--- src/hw/rtl/ple_pkg.sv ---
package ple_pkg;

	// Field widths of the request and response items.
	localparam int KIND_W   = 3;
	localparam int VAL_W    = 30;
	localparam int POS_W    = 6;
	localparam int STATUS_W = 2;
	localparam int ECNT_W   = 7;

	// Operation codes carried in the kind field.
	localparam logic [KIND_W-1:0] KIND_PUSH_FRONT = 3'd0;
	localparam logic [KIND_W-1:0] KIND_APPEND     = 3'd1;
	localparam logic [KIND_W-1:0] KIND_INSERT     = 3'd2;
	localparam logic [KIND_W-1:0] KIND_DELETE     = 3'd3;
	localparam logic [KIND_W-1:0] KIND_READ       = 3'd4;

	// Status codes returned with every response.
	localparam logic [STATUS_W-1:0] STATUS_DONE      = 2'd0;
	localparam logic [STATUS_W-1:0] STATUS_BAD_POS   = 2'd1;
	localparam logic [STATUS_W-1:0] STATUS_LIST_FULL = 2'd2;

	typedef struct packed {
		logic [KIND_W-1:0] kind;
		logic [VAL_W-1:0]  item_value;
		logic [POS_W-1:0]  position;
	} req_t;

	typedef struct packed {
		logic [STATUS_W-1:0] status;
		logic [VAL_W-1:0]    read_value;
		logic [ECNT_W-1:0]   element_count;
	} rsp_t;

	// Controls from the sequencer to the index unit.
	typedef struct packed {
		logic load;
		logic step;
		logic down;
	} idx_ctl_t;

	typedef enum logic [2:0] {
		ST_IDLE,
		ST_SH_RD,
		ST_SH_WR,
		ST_PUT,
		ST_RD_CAP,
		ST_RESP
	} state_t;

endpackage

--- src/hw/rtl/positional_list_engine.sv ---
// Positional list engine: an ordered list of up to CAPACITY 30-bit values.
// Requests arrive on the req channel (req_valid, req_stall, req) and each
// carries one operation: push front, push back, insert at a position,
// delete at a position or read at a position. Every request produces one
// response on the rsp channel (rsp_valid, rsp_stall, rsp) with a status,
// the value read and the element count after the operation.
// A transfer happens at a clock edge where valid is high and stall is low.
// The list lives in a single-port-write, single-port-read memory, and the
// elements behind the affected position move one slot at a time, each by a
// read state and then a write state, through one shared index step unit.
// req_stall is high from a request transfer until its response is loaded
// into the output register, so the next request can be taken while a
// response waits. A stalled response holds rsp_valid and rsp; the engine
// then parks until the output register frees. Reset empties the list
// at once; slot contents stay undefined and are never read before
// being written.
module positional_list_engine import ple_pkg::*; #(
	parameter int CAPACITY = 64
) (
	input  logic clk,
	input  logic arst_n,
	input  logic req_valid,
	output logic req_stall,
	input  req_t req,
	output logic rsp_valid,
	input  logic rsp_stall,
	output rsp_t rsp
);

	localparam int AW    = $clog2(CAPACITY);
	localparam int CNT_W = $clog2(CAPACITY + 1);
	localparam int CMP_W = (CNT_W > POS_W) ? CNT_W : POS_W;

	state_t            state_q, state_d;
	logic [CNT_W-1:0]  count_q;
	logic              ins_q;
	logic [VAL_W-1:0]  val_q;
	logic [STATUS_W-1:0] st_q;
	logic [VAL_W-1:0]  rd_q;
	rsp_t              rsp_q;
	logic              rsp_valid_q;

	logic              accept;
	logic              full;
	logic [CMP_W-1:0]  pos_c, cnt_c;
	logic              dec_ins, dec_del, dec_rd;
	logic [STATUS_W-1:0] dec_status;
	logic [AW-1:0]     dec_start, dec_stop;

	idx_ctl_t          ictl;
	logic [AW-1:0]     idx, nb;
	logic              at_stop;

	logic              mem_we, mem_re;
	logic [AW-1:0]     mem_waddr, mem_raddr;
	logic [VAL_W-1:0]  mem_wdata, mem_rdata;
	logic              rsp_load;

	ple_mem #(
		.DEPTH(CAPACITY)
	) u_mem (
		.clk   (clk),
		.we    (mem_we),
		.waddr (mem_waddr),
		.wdata (mem_wdata),
		.re    (mem_re),
		.raddr (mem_raddr),
		.rdata (mem_rdata)
	);

	ple_idx #(
		.AW(AW)
	) u_idx (
		.clk       (clk),
		.arst_n    (arst_n),
		.ctl       (ictl),
		.start_idx (dec_start),
		.stop_idx  (dec_stop),
		.idx       (idx),
		.nb        (nb),
		.at_stop   (at_stop)
	);

	assign req_stall = (state_q != ST_IDLE);
	assign accept    = req_valid && !req_stall;

	// Decode the incoming request against the current count.
	always_comb begin
		full       = (count_q == CNT_W'(CAPACITY));
		pos_c      = CMP_W'(req.position);
		cnt_c      = CMP_W'(count_q);
		dec_ins    = 1'b0;
		dec_del    = 1'b0;
		dec_rd     = 1'b0;
		dec_status = STATUS_DONE;
		dec_start  = AW'(count_q);
		dec_stop   = AW'(count_q);
		case (req.kind)
			KIND_PUSH_FRONT, KIND_APPEND: begin
				if (full) begin
					dec_status = STATUS_LIST_FULL;
				end else begin
					dec_ins = 1'b1;
					if (req.kind == KIND_PUSH_FRONT) begin
						dec_stop = '0;
					end
				end
			end
			KIND_INSERT: begin
				if (pos_c > cnt_c) begin
					dec_status = STATUS_BAD_POS;
				end else if (full) begin
					dec_status = STATUS_LIST_FULL;
				end else begin
					dec_ins  = 1'b1;
					dec_stop = AW'(req.position);
				end
			end
			KIND_DELETE: begin
				if (pos_c >= cnt_c) begin
					dec_status = STATUS_BAD_POS;
				end else begin
					dec_del   = 1'b1;
					dec_start = AW'(req.position);
					dec_stop  = AW'(count_q - CNT_W'(1));
				end
			end
			KIND_READ: begin
				if (pos_c >= cnt_c) begin
					dec_status = STATUS_BAD_POS;
				end else begin
					dec_rd = 1'b1;
				end
			end
			default: begin
				dec_status = STATUS_DONE;
			end
		endcase
	end

	// Sequencer: next state, memory strobes and index unit controls.
	always_comb begin
		state_d   = state_q;
		mem_we    = 1'b0;
		mem_waddr = idx;
		mem_wdata = mem_rdata;
		mem_re    = 1'b0;
		mem_raddr = nb;
		ictl      = '0;
		rsp_load  = 1'b0;
		case (state_q)
			ST_IDLE: begin
				if (accept) begin
					if (dec_rd) begin
						mem_re    = 1'b1;
						mem_raddr = AW'(req.position);
						state_d   = ST_RD_CAP;
					end else if (dec_ins || dec_del) begin
						ictl.load = 1'b1;
						ictl.down = dec_ins;
						state_d   = ST_SH_RD;
					end else begin
						state_d = ST_RESP;
					end
				end
			end
			ST_SH_RD: begin
				if (at_stop) begin
					state_d = ins_q ? ST_PUT : ST_RESP;
				end else begin
					mem_re  = 1'b1;
					state_d = ST_SH_WR;
				end
			end
			ST_SH_WR: begin
				mem_we    = 1'b1;
				ictl.step = 1'b1;
				state_d   = ST_SH_RD;
			end
			ST_PUT: begin
				mem_we    = 1'b1;
				mem_wdata = val_q;
				state_d   = ST_RESP;
			end
			ST_RD_CAP: begin
				state_d = ST_RESP;
			end
			ST_RESP: begin
				if (!rsp_valid_q || !rsp_stall) begin
					rsp_load = 1'b1;
					state_d  = ST_IDLE;
				end
			end
			default: begin
				state_d = ST_IDLE;
			end
		endcase
	end

	// State register, element count and response valid.
	always_ff @(posedge clk or negedge arst_n) begin
		if (!arst_n) begin
			state_q     <= ST_IDLE;
			count_q     <= '0;
			rsp_valid_q <= 1'b0;
		end else begin
			state_q <= state_d;
			if (accept && dec_ins) begin
				count_q <= count_q + CNT_W'(1);
			end else if (accept && dec_del) begin
				count_q <= count_q - CNT_W'(1);
			end
			if (rsp_load) begin
				rsp_valid_q <= 1'b1;
			end else if (!rsp_stall) begin
				rsp_valid_q <= 1'b0;
			end
		end
	end

	// Operation payload and the response register.
	always_ff @(posedge clk) begin
		if (accept) begin
			ins_q <= dec_ins;
			val_q <= req.item_value;
			st_q  <= dec_status;
			rd_q  <= '0;
		end
		if (state_q == ST_RD_CAP) begin
			rd_q <= mem_rdata;
		end
		if (rsp_load) begin
			rsp_q.status        <= st_q;
			rsp_q.read_value    <= rd_q;
			rsp_q.element_count <= ECNT_W'(count_q);
		end
	end

	assign rsp_valid = rsp_valid_q;
	assign rsp       = rsp_q;

`ifndef SYNTHESIS
	a_count_bound: assert property (@(posedge clk) disable iff (!arst_n)
		count_q <= CNT_W'(CAPACITY))
		else $error("element count above capacity");

	a_count_step: assert property (@(posedge clk) disable iff (!arst_n)
		accept |=> (count_q == $past(count_q)) || (count_q == $past(count_q) + CNT_W'(1))
			|| (count_q == $past(count_q) - CNT_W'(1)))
		else $error("element count moved by more than one");

	a_wr_after_rd: assert property (@(posedge clk) disable iff (!arst_n)
		(state_q == ST_SH_WR) |-> ($past(state_q) == ST_SH_RD) && $past(mem_re))
		else $error("shift write without a preceding read");

	a_put_done: assert property (@(posedge clk) disable iff (!arst_n)
		(state_q == ST_PUT) |-> (st_q == STATUS_DONE) && ins_q)
		else $error("value written for a rejected operation");
`endif

endmodule

--- src/hw/rtl/ple_mem.sv ---
module ple_mem import ple_pkg::*; #(
	parameter int DEPTH = 64
) (
	input  logic                     clk,
	input  logic                     we,
	input  logic [$clog2(DEPTH)-1:0] waddr,
	input  logic [VAL_W-1:0]         wdata,
	input  logic                     re,
	input  logic [$clog2(DEPTH)-1:0] raddr,
	output logic [VAL_W-1:0]         rdata
);

	logic [VAL_W-1:0] mem_q [DEPTH];
	logic [VAL_W-1:0] rdata_q;

	// One write port and one registered read port.
	always_ff @(posedge clk) begin
		if (we) begin
			mem_q[waddr] <= wdata;
		end
		if (re) begin
			rdata_q <= mem_q[raddr];
		end
	end

	assign rdata = rdata_q;

endmodule

--- src/hw/rtl/ple_idx.sv ---
module ple_idx import ple_pkg::*; #(
	parameter int AW = 6
) (
	input  logic          clk,
	input  logic          arst_n,
	input  idx_ctl_t      ctl,
	input  logic [AW-1:0] start_idx,
	input  logic [AW-1:0] stop_idx,
	output logic [AW-1:0] idx,
	output logic [AW-1:0] nb,
	output logic          at_stop
);

	logic [AW-1:0] idx_q;
	logic [AW-1:0] stop_q;
	logic          down_q;

	// The shared step unit: one increment or decrement and one compare.
	assign nb      = down_q ? idx_q - AW'(1) : idx_q + AW'(1);
	assign at_stop = (idx_q == stop_q);
	assign idx     = idx_q;

	always_ff @(posedge clk or negedge arst_n) begin
		if (!arst_n) begin
			idx_q  <= '0;
			stop_q <= '0;
			down_q <= 1'b0;
		end else if (ctl.load) begin
			idx_q  <= start_idx;
			stop_q <= stop_idx;
			down_q <= ctl.down;
		end else if (ctl.step) begin
			idx_q <= nb;
		end
	end

endmodule

--- config.mk ---
export PLATFORM = sky130hd
export DESIGN_NAME = positional_list_engine
export DESIGN_NICKNAME = d
export VERILOG_FILES = /design/src/hw/rtl/ple_pkg.sv /design/src/hw/rtl/positional_list_engine.sv /design/src/hw/rtl/ple_mem.sv /design/src/hw/rtl/ple_idx.sv
export SDC_FILE = /design/constraint.sdc
export NUM_CORES = 2
export LEC_CHECK = 0
export BUFFER_PORTS_ARGS = -buffer_cell sky130_fd_sc_hd__buf_2
export CAP_MARGIN = 20
export CELL_PAD_IN_SITES_DETAIL_PLACEMENT = 0
export CELL_PAD_IN_SITES_GLOBAL_PLACEMENT = 1
export CORE_MARGIN = 8
export CORE_UTILIZATION = 55
export CTS_CLUSTER_SIZE = 24
export DETAILED_ROUTE_END_ITERATION = 16
export PLACE_DENSITY = 0.82
export SKIP_CTS_REPAIR_TIMING = 1
export SYNTH_ARGS = -nofsm -noshare
export SYNTH_HDL_FRONTEND = slang
export SYNTH_SLANG_ARGS = --single-unit
--- constraint.sdc ---
create_clock -name clk -period 6.8 [get_ports clk]
set_input_delay 0.34 -clock clk [delete_from_list [all_inputs] [get_ports clk]]
set_output_delay 0.34 -clock clk [all_outputs]
set_load 0.03 [all_outputs]
Word level (Yosys, flattened, before mapping)
Memories as Yosys holds them, arrays and structs flattened. A register that Yosys moved wholly into a read port is not among the register bits.
Cells that the tools add are included.
{"block": "op_classes", "add_sub_neg": 4, "n_eq_ne": 14, "n_lt_le_gt_ge": 2, "muxes": 56, "n_reduce_logical": 19}
{"operator": "2-to-1 mux 30 bit", "count": 3}
{"operator": "2-to-1 mux 6 bit", "count": 13}
{"operator": "2-to-1 mux 1 bit", "count": 25}
{"operator": "2-to-1 mux 3 bit", "count": 6}
{"operator": "one-hot mux 6 bit (3 select lines)", "count": 1}
{"operator": "one-hot mux 3 bit (5 select lines)", "count": 1}
{"operator": "2-to-1 mux 7 bit", "count": 2}
{"operator": "equality test 3 x 2 -> 1 bit (second input constant)", "count": 4}
{"operator": "equality test 3 bit (second input constant)", "count": 3}
{"operator": "OR reduction 2 bit", "count": 4}
{"operator": "adder 7 x 1 -> 7 bit (second input constant)", "count": 1}
{"operator": "equality test 7 bit (second input constant)", "count": 1}
{"operator": "greater-or-equal comparator 6 x 7 -> 1 bit", "count": 1}
{"operator": "greater-than comparator 6 x 7 -> 1 bit", "count": 1}
{"operator": "subtractor 7 x 1 -> 7 bit (second input constant)", "count": 1}
{"operator": "adder 6 x 1 -> 6 bit (second input constant)", "count": 1}
{"operator": "equality test 3 x 1 -> 1 bit (second input constant)", "count": 2}
{"operator": "equality test 6 bit", "count": 1}
{"operator": "zero test 3 bit", "count": 2}
{"operator": "one-hot mux 2 bit (3 select lines)", "count": 1}
{"operator": "nonzero test 2 bit", "count": 3}
{"operator": "subtractor 6 x 1 -> 6 bit (second input constant)", "count": 1}
{"operator": "2-to-1 mux 2 bit", "count": 2}
{"operator": "!= test 2 bit (second input constant)", "count": 2}
{"operator": "other kinds (7)", "count": 13}
{"block": "word_totals", "mem_count": 1, "output_inout_bits": 41, "regBits": 126, "inputBits": 43, "ramBits": 1920, "wordCells": 109}
{"name": "u_mem.mem_q", "depth": 64, "width": 30, "read_ports": 1, "rd_ports_with_merged_regs": 1, "wr": 1, "line_no": "ple_mem.sv:13", "rtl": "logic [VAL_W-1:0] mem_q [DEPTH];"}

Logic depth before layout (Yosys ltp)
{"block": "logic_depth", "ltp_word": 10, "mapped_depth": 17, "mapped_depth_nobuf": 11}

Cells and area by module
From an unflattened synthesis, not the netlist that was laid out.
{"block": "unflattened", "cells_unflattened": 3726, "hier_area_um2": 80070.5}
{"module": "ple_mem", "seq_area_each_um2": 58556.2, "cells_each": 3309, "instances": 1, "area_per_inst_um2": 74268.7}
{"module": "positional_list_engine", "seq_area_each_um2": 3338.2, "cells_each": 334, "instances": 1, "area_per_inst_um2": 4953.5}
{"module": "ple_idx", "seq_area_each_um2": 325.3, "cells_each": 83, "instances": 1, "area_per_inst_um2": 848.3}

Least setup slack after synthesis
OpenSTA, ideal clock, no wires.
{"block": "synth_path", "kind": "register to register", "startpoint": "reg u_idx.idx_q[0], in the netlist u_idx.idx[0]", "endpoint": "reg u_mem.rdata_q[0], in the netlist u_mem.rdata[0] (read register of u_mem.mem_q) (enable)", "arrival_ns": 3.155, "t_required_ns": 6.341, "setup_ns": 0.459, "stages_incl_launch_ff": 6, "period_less_slack_ns": 3.614, "path_buffers": 1, "slack_ns": 3.186, "cell_sequence": "dfrtp_1 -> clkbuf_1 -> xnor2_1 -> nand4_1 -> nor3_1 -> o21ai_0"}
{"block": "synth_via", "word_cells_on_any_way": 9, "cone_classes": "add/sub (2); eq/ne (1); mux (6)"}
{"element": "from (decl)", "line_no": "ple_idx.sv:14", "rtl": "logic [AW-1:0] idx_q;"}
{"element": "from (signal assigned)", "line_no": "ple_idx.sv:29", "rtl": "idx_q <= start_idx;"}
{"element": "from (signal assigned)", "line_no": "ple_idx.sv:33", "rtl": "idx_q <= nb;"}
{"element": "equality test 6 bit", "line_no": "ple_idx.sv:20", "rtl": "assign at_stop = (idx_q == stop_q);"}
{"element": "2-to-1 mux 1 bit", "line_no": "positional_list_engine.sv:168", "rtl": "if (at_stop) begin"}
{"element": "one-hot mux 1 bit (2 select lines)", "line_no": "positional_list_engine.sv:151", "rtl": "case (state_q)"}
{"element": "net mem_re", "line_no": "positional_list_engine.sv:54", "rtl": "logic mem_we, mem_re;"}
{"element": "to (decl)", "line_no": "ple_mem.sv:14", "rtl": "logic [VAL_W-1:0] rdata_q;"}
The timed path passes the listed nets, and every way through them passes these cells.
A chain may end at the register's enable or synchronous reset.

Worst setup path after layout
{"block": "layout_path", "startpoint": "reg count_q[4], in the netlist cnt_c[4]", "endpoint": "reg u_mem.rdata_q[17], in the netlist u_mem.rdata[17] (read register of u_mem.mem_q), data pin"}
{"block": "layout_via", "elab_chain_len": 6, "word_cells_on_any_way": 9, "cone_classes": "order compare (1); mux (8)"}
{"element": "from (decl)", "line_no": "positional_list_engine.sv:35", "rtl": "logic [CNT_W-1:0] count_q;"}
{"element": "from (signal assigned)", "line_no": "positional_list_engine.sv:209", "rtl": "count_q <= count_q + CNT_W'(1);"}
{"element": "from (signal assigned)", "line_no": "positional_list_engine.sv:211", "rtl": "count_q <= count_q - CNT_W'(1);"}
{"element": "greater-or-equal comparator 6 x 7 -> 1 bit (*)", "line_no": "positional_list_engine.sv:129", "rtl": "if (pos_c >= cnt_c) begin"}
{"element": "2-to-1 mux 1 bit (*)", "line_no": "positional_list_engine.sv:129"}
{"element": "2-to-1 mux 1 bit (*)", "line_no": "positional_list_engine.sv:98", "rtl": "case (req.kind)"}
{"element": "2-to-1 mux 1 bit or 2-to-1 mux 6 bit (tied branches)", "line_no": "positional_list_engine.sv:154", "rtl": "if (dec_rd) begin"}
{"element": "2-to-1 mux 1 bit or 2-to-1 mux 6 bit (tied branches)", "line_no": "positional_list_engine.sv:153", "rtl": "if (accept) begin"}
{"element": "one-hot mux 1 bit (2 select lines) or 2-to-1 mux 6 bit (tied branches)", "line_no": "positional_list_engine.sv:151"}
Mark *: on every way between the ends. The rest lies on a longest branch, timed or not.

==> impl_metrics.env <==
export IMPL_clockBufferDepth=3
export IMPL_place_congestion=0.8705
export IMPL_rows=140
export IMPL_slew_headroom=0.2314
export IMPL_startpoint_type="flop"
export IMPL_drive_above_1_share=0.1238
export IMPL_end_kind="flop"
export IMPL_clock_latency_ps=840
export IMPL_core_area_um2=145600
export IMPL_netlist_area_um2=80580
export IMPL_critical_path_arrival_ps=6250
export IMPL_cp_cell_sequence="inv_1 > ha_1 > a211oi_1 > nor3_1 > a211o_1 > buf_4 > a21o_4 > buf_12 > buf_4 > mux2i_1 > o22ai_1 > a32oi_1 > and3_1 > nand4_1"
export IMPL_dr_total_vias=49850
export IMPL_yosys_warnings=0
export IMPL_synth_flop_cell="edfxtp_1"
export IMPL_cts_inserted_buffers=199
export IMPL_htree_levels=4
export IMPL_root_buffer="clkbuf_16"
export IMPL_worst_path_most_repeated_cell="buf_4"
export IMPL_io_pins=84
export IMPL_clock_sinks=2076
export IMPL_die_h_um=398.8
export IMPL_worstPathRequired_ps=7330
export IMPL_drc_errors=0
export IMPL_place_port_buffers=83
export IMPL_antenna_left=0
export IMPL_syn_inst=5397
export IMPL_fin_crit_sh=0.8416
export IMPL_max_cap_violations=0
export IMPL_grt_util_met2=0.4307
export IMPL_ys_seq_area_frac=0.7721
export IMPL_ys_types=60
export IMPL_grt_util_all_layers=0.2803
export IMPL_synth_avg_cell_area_um2=14.93
export IMPL_cp_startpoint="cnt_c[4]"
export IMPL_critPathSlowestCell="a21o_4"
export IMPL_grt_pass1_wl_um=326300
export IMPL_path_clk_slew_ps=60
export IMPL_skew_ps=47.23
export IMPL_nets=5613
export IMPL_setup_tns_ps=0
export IMPL_firstDrtPassIters=6
export IMPL_grt_ovfl_total=0
export IMPL_hold_class="input port to flop"
export IMPL_synth_edf_count=2052
export IMPL_rr_worst_depth=14
export IMPL_min_path_cells=5
export IMPL_synthArstFlopShare=0.01156
export IMPL_grt_start_max_net_pins=117
export IMPL_max_freq_mhz=174.7
export IMPL_drt_total_wl_um=228900
export IMPL_synth_most_common_cell="edfxtp_1"
export IMPL_finalCriticalPeriod_ps=5723
export IMPL_reg2reg_from="cnt_c[4]"
export IMPL_yosys_area_top_type_share=0.7647
export IMPL_ys_top_cells_by_count="edfxtp_1, nand2_1, a21oi_1, a32oi_1, clkbuf_1"
export IMPL_grt_busiest_layer="met2"
export IMPL_synth_area_leader_cell="edfxtp_1"
export IMPL_die_x_um=398.8
export IMPL_cp_max_fo=60
export IMPL_grt_pass1_vias=47590
export IMPL_r2r_end="u_mem.rdata[17]"
export IMPL_r2r_slack_ps=1080
export IMPL_die_area_um2=159000
export IMPL_rsz0062_at_grt="false"
export IMPL_finalMaxSlewViolations=0
export IMPL_gr_usage_met1=0.3801
export IMPL_cts_tree="done"
export IMPL_critical_path_endpoint="u_mem.rdata[17]"
export IMPL_wl_per_cell_um=29.94
export IMPL_hpwl_um=127000
export IMPL_synth_fp_nets=5454
export IMPL_status="complete, no violations"
export IMPL_criticalPathCategory="flop to flop"
export IMPL_synth_seq_cells=2076
export IMPL_via_per_inst=6.519
export IMPL_max_stage_delay_ps=840
export IMPL_hold_violations=0
export IMPL_antenna_found_initial=23
export IMPL_initial_core_util=0.5536
export IMPL_drt_initial_drc_count=7421
export IMPL_met3_usage=0.07007
export IMPL_worst_pin_slew_ps=1147
export IMPL_final_setup_viol_count=0
export IMPL_synth_area_leaders="edfxtp_1, nand2_1, a21oi_1"
export IMPL_syn_to_final_growth_pct=13.40
## routing by layer
layer | vias up | part of all wire
met4 | 18 | 0.047
met5 | - | 0.00055
li1 | 21170 | -
met1 | 24900 | 0.37
met3 | 526 | 0.12
met2 | 3239 | 0.46
## worst max-delay path: cells and delay by family, from the launching register on
family                     cells  cell delay, ps
AOI/OAI and AO/OA              5            1530
DFF                            1             490
muxes                          1             240
adders and majority gates      1             320
and+or+nand+nor                3            1450
buffers and inverters          4            1250
## sequential cells by signal (all words and copies together) (netlist names)
| name | cells |
|---|---|
| u_idx.idx | 6 |
| ins_q | 1 |
| u_mem.rdata | 30 |
| cnt_c | 7 |
| u_mem.mem_q | 1920 |
| rd_q | 30 |
| rsp_valid | 1 |
| u_idx.down_q | 1 |
| rsp | 39 |
| val_q | 30 |
| state_q | 3 |
| st_q | 2 |
| u_idx.stop_q | 6 |
## cells by family after synthesis
kind of cell / share of synthesized area
compound gates: 0.1134
mux: 0.01991
fa+ha+maj: 0.002267
simple gates: 0.06808
xor+xnor: 0.002500
buf+inv: 0.02175
flops: 0.7721
## placed cells by master (no fill, tap or decap), types with 62 or more instances in the layout
master	count
nor2_1	105
o22ai_1	150
a211oi_1	155
o21ai_0	130
mux2i_1	121
buf_2	83
and3_1	62
edfxtp_1	2052
clkbuf_16	202
buf_4	152
a21oi_1	561
nand2_1	935
a32oi_1	240
nor2_4	64
## metrics by stage
| step | hold slack (ps) | instances | util | area [um2] | worst slack (ps) |
|---|---|---|---|---|---|
| global placement | 379.6 | 7207 | 0.5779 | 84120 | 1174 |
| floorplan | 44.41 | 5397 | - | 80580 | 3186 |
| detailed placement | 378.9 | 7223 | 0.5800 | 84420 | 1081 |
| finish | 5.576 | 7647 | 0.6278 | 91380 | 1077 |
| CTS | -488.8 | 7589 | 0.6229 | 90680 | 1092 |
| global route | 7.003 | 7638 | 0.6276 | 91360 | 784.8 |
## how the worst min path moves through the flow
stage | startpoint | slack [ps] | end
final | req_valid | 6 | state_q[2]
after global routing | req[38] | 7 | st_q[0]
after CTS | arst_n | -490 | cnt_c[5]
after detailed placement | arst_n | 380 | cnt_c[3]
after global placement | arst_n | 380 | cnt_c[5]
after floorplan | arst_n | 40 | cnt_c[0]
## layout make-up
cell class | count | area, um2
flip-flops and latches | 2076 | 62220
well taps | 1917 | 2399
clock inverters | 116 | 1008
fillers | 10150 | 54180
inverters | 14 | 57.56
diodes | 9 | 22.52
multi-input cells | 2943 | 17390
repair buffers | 322 | 3035
clock buffers | 250 | 5245
Power is left out: the tool's default activity adds up to more than one toggle a clock period on the data nets, which glitch-free logic cannot reach.
